$ cat config.mk
export PLATFORM = sky130hd
export DESIGN_NAME = load_recency_tracker_flat
export DESIGN_NICKNAME = d
export VERILOG_FILES = /design/src/lrt_pkg.sv /design/src/lrt_if.sv /design/src/load_recency_tracker.sv /design/src/lrt_cell.sv /design/src/flat_wrapper.sv
export SDC_FILE = /design/constraint.sdc
export NUM_CORES = 1
export LEC_CHECK = 0
export ABC_CLOCK_PERIOD_IN_PS = 10700
export BUFFER_PORTS_ARGS = -buffer_cell sky130_fd_sc_hd__buf_2
export CAP_MARGIN = 40
export CELL_PAD_IN_SITES_DETAIL_PLACEMENT = 1
export CELL_PAD_IN_SITES_GLOBAL_PLACEMENT = 1
export CORE_UTILIZATION = 45
export DETAILED_ROUTE_END_ITERATION = 8
export GPL_TIMING_DRIVEN = 0
export PLACE_DENSITY_LB_ADDON = 0.1
export SLEW_MARGIN = 20
export SYNTH_ARGS = -nofsm -noshare
export SYNTH_HDL_FRONTEND = slang
export SYNTH_HIERARCHICAL = 1
export SYNTH_SLANG_ARGS = --single-unit
$ cat constraint.sdc
create_clock -name clk -period 10.7 [get_ports clk]
set_input_delay 1.605 -clock clk [delete_from_list [all_inputs] [get_ports clk]]
set_output_delay 1.605 -clock clk [all_outputs]
set_load 0.02 [all_outputs]
$ cat src/lrt_pkg.sv
// ----------------------------------------------------------------------------
// lrt_pkg: shared types for the load recency tracker
// Request codes and the control bundle broadcast from the top level to the
// row of list cells.
// ----------------------------------------------------------------------------
package lrt_pkg;

	typedef enum logic [1:0] {
		REQ_MARK    = 2'd0,
		REQ_REMOVE  = 2'd1,
		REQ_COMPARE = 2'd2,
		REQ_NONE    = 2'd3
	} req_code_t;

	// Broadcast to every cell; all bits are already qualified by an accepted beat.
	typedef struct packed {
		logic mark;
		logic remove;
		logic evict;
	} lrt_ctl_t;

endpackage

$ cat src/lrt_if.sv
// ----------------------------------------------------------------------------
// lrt_if: request and response channels of the load recency tracker
// Valid/ready channels; a beat moves on a clock edge with both high.
// ----------------------------------------------------------------------------
interface lrt_req_if #(
	parameter int ID_BITS = 8
);
	logic               valid;
	logic               ready;
	logic [1:0]         req_type;
	logic [ID_BITS-1:0] engine_id;
	logic [ID_BITS-1:0] other_id;

	modport source (output valid, req_type, engine_id, other_id, input ready);
	modport sink   (input valid, req_type, engine_id, other_id, output ready);
endinterface

interface lrt_rsp_if;
	logic valid;
	logic ready;
	logic less_recent;
	logic evicted;

	modport source (output valid, less_recent, evicted, input ready);
	modport sink   (input valid, less_recent, evicted, output ready);
endinterface

$ cat src/load_recency_tracker.sv
// ----------------------------------------------------------------------------
// load_recency_tracker: LRU recency list of engine identifiers
// Response: the result beat is registered and appears in the cycle after the request beat.
// Throughput: one request per cycle while no response is held back; the list
// updates as a row of MAX_ENGINES cells, the match chain rippling through all.
// Reset: the list is empty and no result is pending.
// ----------------------------------------------------------------------------
module load_recency_tracker #(
	parameter int MAX_ENGINES = 16,
	parameter int ID_BITS     = 8
) (
	input  logic  clk,
	input  logic  arst_n,
	lrt_req_if.sink   req,
	lrt_rsp_if.source rsp
);
	import lrt_pkg::*;

	logic              accept;
	lrt_ctl_t          ctl;
	logic [ID_BITS-1:0] cell_id    [MAX_ENGINES+1];
	logic [MAX_ENGINES:0] cell_valid;
	logic [MAX_ENGINES:0] hit_chain;
	logic [MAX_ENGINES:0] pv_chain;
	logic [MAX_ENGINES-1:0] b_after_a;
	logic [MAX_ENGINES-1:0] valid_vec;
	logic              is_mark;
	logic              is_remove;
	logic              is_compare;
	logic              less_d;

	logic              rsp_valid_q;
	logic              less_q;
	logic              evict_q;

	assign accept     = req.valid & req.ready;
	assign req.ready  = ~rsp_valid_q | rsp.ready;
	assign is_mark    = accept && (req.req_type == REQ_MARK);
	assign is_remove  = accept && (req.req_type == REQ_REMOVE);
	assign is_compare = accept && (req.req_type == REQ_COMPARE);

	// Drop the oldest entry only when the list is full and the identifier is new.
	assign ctl.mark   = is_mark;
	assign ctl.remove = is_remove;
	assign ctl.evict  = is_mark & cell_valid[MAX_ENGINES-1] & ~hit_chain[MAX_ENGINES];

	assign hit_chain[0]            = 1'b0;
	assign pv_chain[0]             = 1'b1;
	assign cell_id[MAX_ENGINES]    = '0;
	assign cell_valid[MAX_ENGINES] = 1'b0;

	for (genvar i = 0; i < MAX_ENGINES; i++) begin : g_cell
		lrt_cell #(
			.ID_BITS(ID_BITS)
		) u_cell (
			.clk            (clk),
			.arst_n         (arst_n),
			.ctl            (ctl),
			.a_id           (req.engine_id),
			.b_id           (req.other_id),
			.right_id       (cell_id[i+1]),
			.right_valid    (cell_valid[i+1]),
			.hit_in         (hit_chain[i]),
			.left_post_valid(pv_chain[i]),
			.id_q           (cell_id[i]),
			.valid_q        (cell_valid[i]),
			.hit_out        (hit_chain[i+1]),
			.post_valid     (pv_chain[i+1]),
			.b_after_a      (b_after_a[i])
		);
	end

	assign valid_vec = cell_valid[MAX_ENGINES-1:0];

	// A missing first operand always ranks first; otherwise the second must be
	// found at or after it.
	assign less_d = ~hit_chain[MAX_ENGINES] | (|b_after_a);

	always_ff @(posedge clk or negedge arst_n) begin
		if (!arst_n) begin
			rsp_valid_q <= 1'b0;
		end else if (req.ready) begin
			rsp_valid_q <= req.valid;
		end
	end

	always_ff @(posedge clk) begin
		if (accept) begin
			less_q  <= is_compare & less_d;
			evict_q <= ctl.evict;
		end
	end

	assign rsp.valid       = rsp_valid_q;
	assign rsp.less_recent = less_q;
	assign rsp.evicted     = evict_q;

	// The valid cells always form one packed run starting at the oldest slot.
	a_packed : assert property (@(posedge clk) disable iff (!arst_n)
		(valid_vec & (valid_vec + {{(MAX_ENGINES-1){1'b0}}, 1'b1})) == '0)
		else $error("recency list has a gap");

	a_mark_fills : assert property (@(posedge clk) disable iff (!arst_n)
		is_mark |=> cell_valid[0])
		else $error("list empty after a mark");

	a_evict_full : assert property (@(posedge clk) disable iff (!arst_n)
		ctl.evict |=> cell_valid[MAX_ENGINES-1] && rsp.evicted)
		else $error("eviction without a full list");

endmodule

$ cat src/lrt_cell.sv
// ----------------------------------------------------------------------------
// lrt_cell: one entry of the recency list
// Holds one identifier and its valid bit. Takes its right neighbor's entry
// when an entry at or before it is removed or re-marked or the oldest one is
// dropped, and takes the new identifier as the first free slot after that shift.
// ----------------------------------------------------------------------------
module lrt_cell #(
	parameter int ID_BITS = 8
) (
	input  logic               clk,
	input  logic               arst_n,
	input  lrt_pkg::lrt_ctl_t  ctl,
	input  logic [ID_BITS-1:0] a_id,
	input  logic [ID_BITS-1:0] b_id,
	input  logic [ID_BITS-1:0] right_id,
	input  logic               right_valid,
	input  logic               hit_in,
	input  logic               left_post_valid,
	output logic [ID_BITS-1:0] id_q,
	output logic               valid_q,
	output logic               hit_out,
	output logic               post_valid,
	output logic               b_after_a
);
	import lrt_pkg::*;

	logic match_a;
	logic match_b;
	logic shift;
	logic load_new;

	assign match_a = valid_q && (id_q == a_id);
	assign match_b = valid_q && (id_q == b_id);
	// Hit chain is inclusive: true once the first operand is found here or to the left.
	assign hit_out = hit_in | match_a;
	assign b_after_a = match_b & hit_out;

	assign shift      = ((ctl.mark | ctl.remove) & hit_out) | ctl.evict;
	assign post_valid = shift ? right_valid : valid_q;
	assign load_new   = ctl.mark & ~post_valid & left_post_valid;

	always_ff @(posedge clk or negedge arst_n) begin
		if (!arst_n) begin
			valid_q <= 1'b0;
		end else begin
			valid_q <= post_valid | load_new;
		end
	end

	always_ff @(posedge clk) begin
		if (load_new) begin
			id_q <= a_id;
		end else if (shift) begin
			id_q <= right_id;
		end
	end

endmodule

$ cat src/flat_wrapper.sv
// flat-port wrapper written by rule: the top's interface ports become plain ports
module load_recency_tracker_flat import lrt_pkg::*;
#(
	parameter int MAX_ENGINES = 16,
	parameter int ID_BITS     = 8
)
  (clk, arst_n, req_valid, req_req_type, req_engine_id, req_other_id, req_ready, rsp_valid, rsp_less_recent, rsp_evicted, rsp_ready);
  lrt_req_if #(.ID_BITS(ID_BITS)) req_i ();
  lrt_rsp_if rsp_i ();
  input  logic clk;
  input  logic arst_n;
  input wire logic [$bits(req_i.valid)-1:0] req_valid;
  input wire logic [$bits(req_i.req_type)-1:0] req_req_type;
  input wire logic [$bits(req_i.engine_id)-1:0] req_engine_id;
  input wire logic [$bits(req_i.other_id)-1:0] req_other_id;
  output wire logic [$bits(req_i.ready)-1:0] req_ready;
  output wire logic [$bits(rsp_i.valid)-1:0] rsp_valid;
  output wire logic [$bits(rsp_i.less_recent)-1:0] rsp_less_recent;
  output wire logic [$bits(rsp_i.evicted)-1:0] rsp_evicted;
  input wire logic [$bits(rsp_i.ready)-1:0] rsp_ready;
  assign req_i.valid = req_valid;
  assign req_i.req_type = req_req_type;
  assign req_i.engine_id = req_engine_id;
  assign req_i.other_id = req_other_id;
  assign req_ready = req_i.ready;
  assign rsp_valid = rsp_i.valid;
  assign rsp_less_recent = rsp_i.less_recent;
  assign rsp_evicted = rsp_i.evicted;
  assign rsp_i.ready = rsp_ready;
  load_recency_tracker #(.MAX_ENGINES(MAX_ENGINES), .ID_BITS(ID_BITS)) u_core (.clk(clk), .arst_n(arst_n), .req(req_i), .rsp(rsp_i));
endmodule
* Yosys cells after proc, flatten, opt, wreduce, memory -nomap -nowiden
Index checks and enable logic that the tools add are counted.
Cells by class: reductions and logical operators 53, bitwise operators 135, multiplexer cells 48, equal/unequal tests 34
Operator list (number):
- 8-bit equality test | 32
- 8-bit two-way mux | 32
- 1-bit AND | 67
- 1-bit bitwise OR | 50
- 1-bit logical AND | 35
- 2-bit nonzero test | 16
- 1-bit NOT | 18
- 1-bit two-way mux | 16
- 16-bit OR reduction | 1
- 2-bit by 1-bit equality test with 1-bit output, second input constant | 1
- 2-bit equality test, second input constant | 1
- 2-bit zero test | 1
Storage, ports and cells: word-level logic and storage cells 305, output and inout bits 4, input bits 22, register bits 147

* Depth between registers and ports, before layout
Gate-level depths: netlist (run 1).
depth after elaboration 25, gate-level depth with buffers 28, mapped depth without buffers 28

* Cells and area by module
The synthesis (run 1) kept the hierarchy.
Modules (own cells, without submodules):
- lrt_cell | area an instance 636.9 um^2, cells each 54, times used 16
- load_recency_tracker | area an instance 200.2 um^2, cells each 21, times used 1

* Worst setup path after synthesis (run 1)
Ideal clock, no wire load.
path type input to register, from in req_engine_id[7], to reg u_core.g_cell[15].u_cell.id_q[0], enable pin, cell stages on the path 26, arrival time 10.821 ns, required time 10.316 ns, library setup time 0.384 ns, setup slack -0.505 ns, buffers on the path 0, cell sequence xnor2_1 -> nand4_1 -> nor4_2 -> or2_2 -> or2_2 -> or2_2 -> or2_2 -> or2_2 -> or2_2 -> or2_2 -> or2_2 -> or2_2 -> or2_2 -> or2_2 -> or2_2 -> or2_2 -> or2_2 -> or2_2 -> or2_2 -> nand2b_1 -> nor4_1 -> a21o_1 -> a21oi_1 -> mux2_2 -> nand2_1 -> o21ai_0
RTL lines:
- start: declaration | RTL line flat_wrapper.sv:14 | input wire logic [$bits(req_i.engine_id)-1:0] req_engine_id;
- end signal: assignment | RTL line lrt_cell.sv:52 | id_q <= a_id;
- end signal: assignment | RTL line lrt_cell.sv:54 | id_q <= right_id;
- end: declaration | RTL line lrt_cell.sv:19 | output logic [ID_BITS-1:0] id_q,

==> impl_results.md, run 1 <==
* CTS tree: yes
* Ant diodes at 0
* Worst stage delay on the critical path at 0.38 ns
* Largest net degree at the start of global routing at 33
* Total chip power at ~0.0018 W
* Clk_skew at 0.0113 ns
* Starting DRT DRC Count at roughly 430
* Cells on worst reg2reg path at 30
* Syn_area_per_cell at ~12 µm²
* Crit path arrival time at around 11 ns
* Area growth syn-to-layout at 14.3%
* Setup CP Type: in -> reg
* Share of cells above drive strength 1 at 31.8%
* Tot GR Track Use at around 25%
* Post-DP HPWL at 20.6 mm
* Slew HR at around half
* Fin. max-slew vios at 0
* Max cap viols at 0
* Max Clk Rate at between 0.09 and 0.1 GHz
* GP Congestion at 0.797
* IO Count at 26
* Final min period at ~10 ns
* Synth Cell Area at just over 0.01 mm²
* Hold Slack at approximately 0.61 ns
* Worst path slowest cell: or2_2
* Proportion of power drawn by flip-flops and latches at ~45%
* CP Launch Type: primary input
* Starting density of the core at between 40% and 50%
* DIE AREA at between 0.02 and 0.025 mm²
* Fin area at 0.0119 mm²
* Num CTS Buffers at 17
* Reg2reg end: u_core/g_cell[5].u_cell/id_q[4]
* Hold path depth at 2
* Leakage at 4.23 nW
* Switch share at a little under a third
* Slew @ Worst Pin at 0.773 ns
* NetSw at 0.000587 W
* Yosys warnings at 6
* RSZ-0062 raised after global routing: false
* Buf/Inv on CP at 4
* Setup violators final at 0
* Delay-heaviest family, CP: simple AND/OR/NAND/NOR gates
* Vias/cell at approximately 5.8
* Initial antenna violation count at 1
* Root Driver: clkbuf_16
* H-tree depth at 4
* Skew-Pair Late Insertion Delay at between 0.4 and 0.5 ns
* Final wirelength at approximately 29 mm
* Final Hold Vio Count at 0
* Wire per inst at roughly 23 µm
* Vias in the first global route at ~8000
* Hold path start: u_core/rsp.valid
* Sink Count at ~150
* Syn Inst Count at between 800 and 900
* Total gr overflow at 0
* Worst-path fanout max at 20
* Outcome: complete, no violations
* First-pass GRT wire length at between 40 and 50 mm
* DRC violations left at 0
* Most used cell, CP: or2_2
* Final ANT Viol Nets at 0
* Layout Nets at around 1000
* Final Util at 52.4%
* Hold/Removal Path Class: reg -> reg
* Die width at about 150 µm
* Min-Delay Endpoint: u_core/rsp.valid
* Required time worst endpoint at 10.87 ns
* CORE AREA at around 0.023 mm²
* Logic pwr share at a little under a quarter
* Row count at 55
* CTS clk-pin slew, worst paths at roughly 0.06 ns
* P per Cell Area at 156 mW/mm²
* R2R Setup Slk at ~1.5 ns
* Peak supply drop at a little under 0.1 mV
* Clock power frac at between 30% and 40%
* Worst-case clock buffer depth at 2
* Final period utilization at about 100%
* Worst Setup End Kind: register
* R2r startpoint: u_core/g_cell[0].u_cell/id_q[6]
* I/O Buffers at 25
* Internal at between 0.001 and 0.0015 W
* Drt pass-1 iters at 4
* Routed vias at about 7400
* Post-DP Area at about 0.011 mm²
* Die Y at ~150 µm
layout by cell type, fill, tap and decap left out, drive strengths merged:
cell,instances
o21ai,16
mux2,159
clkinvlp,4
nor3b,1
clkbuf,25
a31oi,1
xor2,80
xnor2,176
or4,2
nand3,16
nor3,3
a21oi,64
or2,32
and4,16
nor2,49
conb,17
nand2,17
bufinv,2
mux2i,16
edfxtp,130
buf,49
nor4,33
dfrtp,17
inv,4
a21o,16
or4b,1
clkinv,5
nand4,32
nand4b,1
nand2b,3
through the flow:
stage,TNS [ns],instances,setup WS [ns]
2_1_floorplan,0,899,0.479
3_3_place_gp,-559.02,1209,-2.37
3_5_place_dp,-50.13,1239,-0.539
4_1_cts,0,1272,0.147
5_1_grt,0,1272,0.00627
6_report,0,1272,0.290
cell type report:
| class | count | area, µm² |
|---|---|---|
| Fill cell | 2372 | 10800 |
| Multi-Input combinational cell | 751 | 6160 |
| Sequential cell | 147 | 4330 |
| Clock buffer | 18 | 429 |
| Timing Repair Buffer | 56 | 429 |
| Tap cell | 285 | 357 |
| Clock inverter | 14 | 155 |
| Inverter | 1 | 3.75 |
how the worst max path moves through the flow:
stage / endpoint / slack, ns / from / depth (start not counted)
2_1_floorplan: u_core/g_cell[15].u_cell/id_q[0] / 0.48 / req_engine_id[7] / 26
4_1_cts: u_core/g_cell[5].u_cell/id_q[6] / 0.15 / req_engine_id[7] / 32
5_1_grt: u_core/g_cell[6].u_cell/id_q[3] / 0.006 / req_engine_id[7] / 32
3_5_place_dp: u_core/g_cell[3].u_cell/id_q[5] / -0.54 / req_engine_id[1] / 30
6_report: u_core/g_cell[5].u_cell/id_q[4] / 0.29 / req_engine_id[7] / 32
3_3_place_gp: u_core/g_cell[9].u_cell/id_q[0] / -2.37 / req_engine_id[7] / 27
flip-flops by register name, indices dropped and copies added (netlist names):
register / cells
u_core/rsp.evicted: 1
u_core/rsp.less_recent: 1
u_core/rsp.valid: 1
u_core/g_cell.u_cell/id_q: 128
u_core/g_cell.u_cell/valid_q: 16
power by group through the flow:
| stage | clock, W | sequential, W | combinational (W) |
|---|---|---|---|
| CTS | 0.000606 | 0.000821 | 0.000423 |
| global route | 0.000628 | 0.000835 | 0.000462 |
| finish | 0.000597 | 0.000823 | 0.000426 |
| detailed placement | 0 | 0.000832 | 0.000417 |
| floorplan | 0 | 0.000793 | 0.000301 |
| global placement | 0 | 0.000828 | 0.000383 |
worst reg2reg max path, delay by kind of cell, from the launching register on:
family / cells / cell delay (ns)
compound gates: 3 / 0.52
xor+xnor: 1 / 0.15
buf+inv: 2 / 0.46
flops: 1 / 0.42
mux: 2 / 0.76
simple gates: 22 / 6.64
repair_timing:
action	4_1_cts	5_1_grt
pin swaps	1	0
hold buffers	0	0
resized for setup	1	12
endpoints found under the setup margin	48	48
setup buffers	1	0
routing by layer:
layer | routed length [µm] | vias up | track usage (%) | share of wire (%)
met2 | 14300 | 132 | 43.1 | 49
met1 | 13400 | 3782 | 33.4 | 46
met4 | 533 | 0 | 7.86 | 1.8
li1 | - | 3459 | - | -
met3 | 789 | 37 | 3.41 | 2.7
met5 | 0 | - | 0 | 0
(Power assumes the default switching activity.)
==> run 2, diff against run 1 <==
--- a/config.mk
+++ b/config.mk
@@ -14,6 +14,7 @@
 export DETAILED_ROUTE_END_ITERATION = 8
 export GPL_TIMING_DRIVEN = 0
 export PLACE_DENSITY_LB_ADDON = 0.1
+export SETUP_SLACK_MARGIN = 0.5
 export SLEW_MARGIN = 20
 export SYNTH_ARGS = -nofsm -noshare
 export SYNTH_HDL_FRONTEND = slang
==> run 2 against run 1 <==
Setup slack improved by 0.41 ns. Critical endpoint is now u_core/g_cell[8].u_cell/id_q[3]. Sequential share of layout area fell by 1.1 points. Die area did not move. Clock power fell by 1%. Global-route usage rose by 1.7 points. Sequential power rose by 0.5%. Routed wire length rose by 7.1%. Hold slack got worse by 0.034 ns. Cell count rose by 2.0%. Clock skew rose by 0.0028 ns. Via count rose by 3.2%. First-iteration DRC count fell by 13%.
==> impl_results.md, run 2 (synthesized netlist as in run 1, its figures left out) <==
* Outcome: complete, no violations
* Final Hold Vio Count at 0
* Slew HR at a little under half
* Setup violators final at 0
* Worst stage delay on the critical path at 0.39 ns
* Final min period at roughly 10 ns
* Final ANT Viol Nets at 0
* Wire per inst at ~24 µm
* Vias/cell at about 5.9
* H-tree depth at 4
* Share of cells above drive strength 1 at roughly a third
* Slew @ Worst Pin at about 0.8 ns
* Leading cell type in the layout, fill and taps excluded: xnor2_1
* Drt pass-1 iters at 5
* Peak supply drop at 0.0950 mV
* CP Launch Type: primary input
* Delay-heaviest family, CP: simple AND/OR/NAND/NOR gates
* CTS tree: yes
* Final wirelength at 31.1 mm
* Final Util at ~54%
* Ant diodes at 0
* Max FFs per register at approximately 130
* Initial antenna violation count at 0
* GP Congestion at around 0.8
* Max Clk Rate at roughly 0.10 GHz
* IO Count at 26
* # fillers at 2361
* Starting density of the core at 45.8%
* Final period utilization at 93.5%
* Root Driver: clkbuf_16
* Skew-Pair Late Insertion Delay at between 0.4 and 0.5 ns
* Largest net degree at the start of global routing at 21
* Fin area at around 0.012 mm²
* First-pass GRT wire length at 48.1 mm
* Fin. max-slew vios at 0
* RSZ-0062 raised after global routing: false
* Commonest cells after routing, fill and taps aside: xnor2_1 (176), mux2_2 (158), edfxtp_1 (130), xor2_1 (80), nor2_1 (49)
* Area growth syn-to-layout at 18.0%
* Max cap viols at 0
* Leakage at roughly 4.4 nW
* Die width at 154 µm
* Post-DP HPWL at ~22 mm
* Tot GR Track Use at 27.0%
* Worst-path fanout max at 15
* CTS clk-pin slew, worst paths at roughly 0.060 ns
* Crit path arrival time at 10.17 ns
* Most used cell, CP: or2_2
* DIE AREA at 0.0237 mm²
* Regs by FF count: u_core/g_cell.u_cell/id_q: 128 flops, u_core/g_cell.u_cell/valid_q: 16 flops
* DRC violations left at 0
* P per Cell Area at between 150 and 200 mW/mm²
* Sink Count at about 150
* Num CTS Buffers at 17
* Starting DRT DRC Count at 374
* Total gr overflow at 0
* Required time worst endpoint at about 11 ns
* TNS Setup at 0 ns
* Routed vias at around 7600
* Vias in the first global route at approximately 8200
* Die Y at around 150 µm
* Clk_skew at ~0.014 ns
* Layout Nets at between 1000 and 1500
* Worst-case clock buffer depth at 2
* Worst Setup End Kind: register
* CORE AREA at about 0.023 mm²
* Row count at 55
* Post-DP Area at between 0.01 and 0.015 mm²
* Setup CP Type: in -> reg
* I/O Buffers at 25
* Top reg by flops: u_core/g_cell.u_cell/id_q
* Hold/Removal Path Class: reg -> reg
* Buf/Inv on CP at 4
* Worst path slowest cell: mux2_2
==> run 2: cell types whose count changed in the layout (fill, tap and decap cells not counted), moves of 2 or more <==
| cell | previous run | this run |
|---|---|---|
| buf_8 | 0 | 3 |
| buf_6 | 1 | 5 |
| a21oi_2 | 11 | 5 |
| clkinv_4 | 4 | 1 |
| a21oi_4 | 5 | 11 |
| inv_6 | 3 | 5 |
| clkbuf_4 | 7 | 2 |
| buf_4 | 8 | 28 |
| buf_16 | 0 | 8 |
| buf_12 | 7 | 2 |
==> run 2: worst register-to-register path: cells and delay by family (launching register included) <==
kind                   cells  cell delay, ns
AO/OA/AOI/OAI              3            0.50
XOR/XNOR                   1            0.16
buffers and inverters      2            0.38
flip-flops                 1            0.42
multiplexers               2            0.77
AND/OR/NAND/NOR           22            6.47
==> run 2: cell type report <==
type	count	area [µm²]	area share, %
Tap cell	285	357	2.91
Clock buffer	17	425	3.47
Sequential cell	147	4330	35.4
Inverter	1	3.75	0.0307
Clock inverter	15	155	1.27
Multi-Input combinational cell	751	6220	50.8
Timing Repair Buffer	81	752	6.14
==> run 2: what timing repair did <==
| item | 4_1_cts | 5_1_grt |
|---|---|---|
| buffers inserted | 4 | 19 |
| hold buffers | 0 | 0 |
| endpoints found under the hold margin | 0 | 0 |
| resized for setup | 21 | 8 |
| setup endpoints to repair | 225 | 204 |
| pin swaps | 4 | 5 |
==> run 2: per-stage QoR <==
| step | hold slack [ns] | cells | total power [W] | setup slack [ns] |
|---|---|---|---|---|
| finish | 0.574 | 1297 | 0.00186 | 0.697 |
| global route | 0.618 | 1297 | 0.00195 | 0.544 |
| CTS | 0.574 | 1278 | 0.00186 | 0.507 |
| detailed placement | 0.558 | 1242 | 0.00126 | -0.546 |
| global placement | 0.537 | 1209 | 0.00122 | -1.63 |
| floorplan | 0.570 | 899 | 0.00109 | 0.998 |
==> run 2: power breakdown <==
group | switching, W | internal (W)
sequential | 0.000120 | 0.000707
combinational | 0.000229 | 0.000219
clock | 0.000244 | 0.000345
total | 0.000593 | 0.00127
==> run 2: layer usage <==
metal,vias to the layer above,GRT usage [%],wire length [µm]
li1,3512,-,-
met5,-,0,0
met2,151,47.6,15900
met3,50,3.41,908
met1,3935,34.0,13500
met4,0,9.33,698
==> run 2: path summary, 6_finish.rpt <==
path / startpoint / end / slack (ns) / cells after the start
worst max-delay path: req_engine_id[7] / u_core/g_cell[8].u_cell/id_q[3] / 0.70 / 32
worst min-delay path: u_core/rsp.valid / u_core/rsp.valid / 0.57 / 2
worst max register to register: u_core/g_cell[0].u_cell/id_q[7] / u_core/g_cell[8].u_cell/id_q[3] / 1.76 / 30
worst min register to register: u_core/rsp.valid / u_core/rsp.valid / 0.57 / 2
max in group asynchronous: arst_n / u_core/g_cell[4].u_cell/valid_q / 9.13 / 1
min in group asynchronous: arst_n / u_core/g_cell[2].u_cell/valid_q / 1.18 / 1
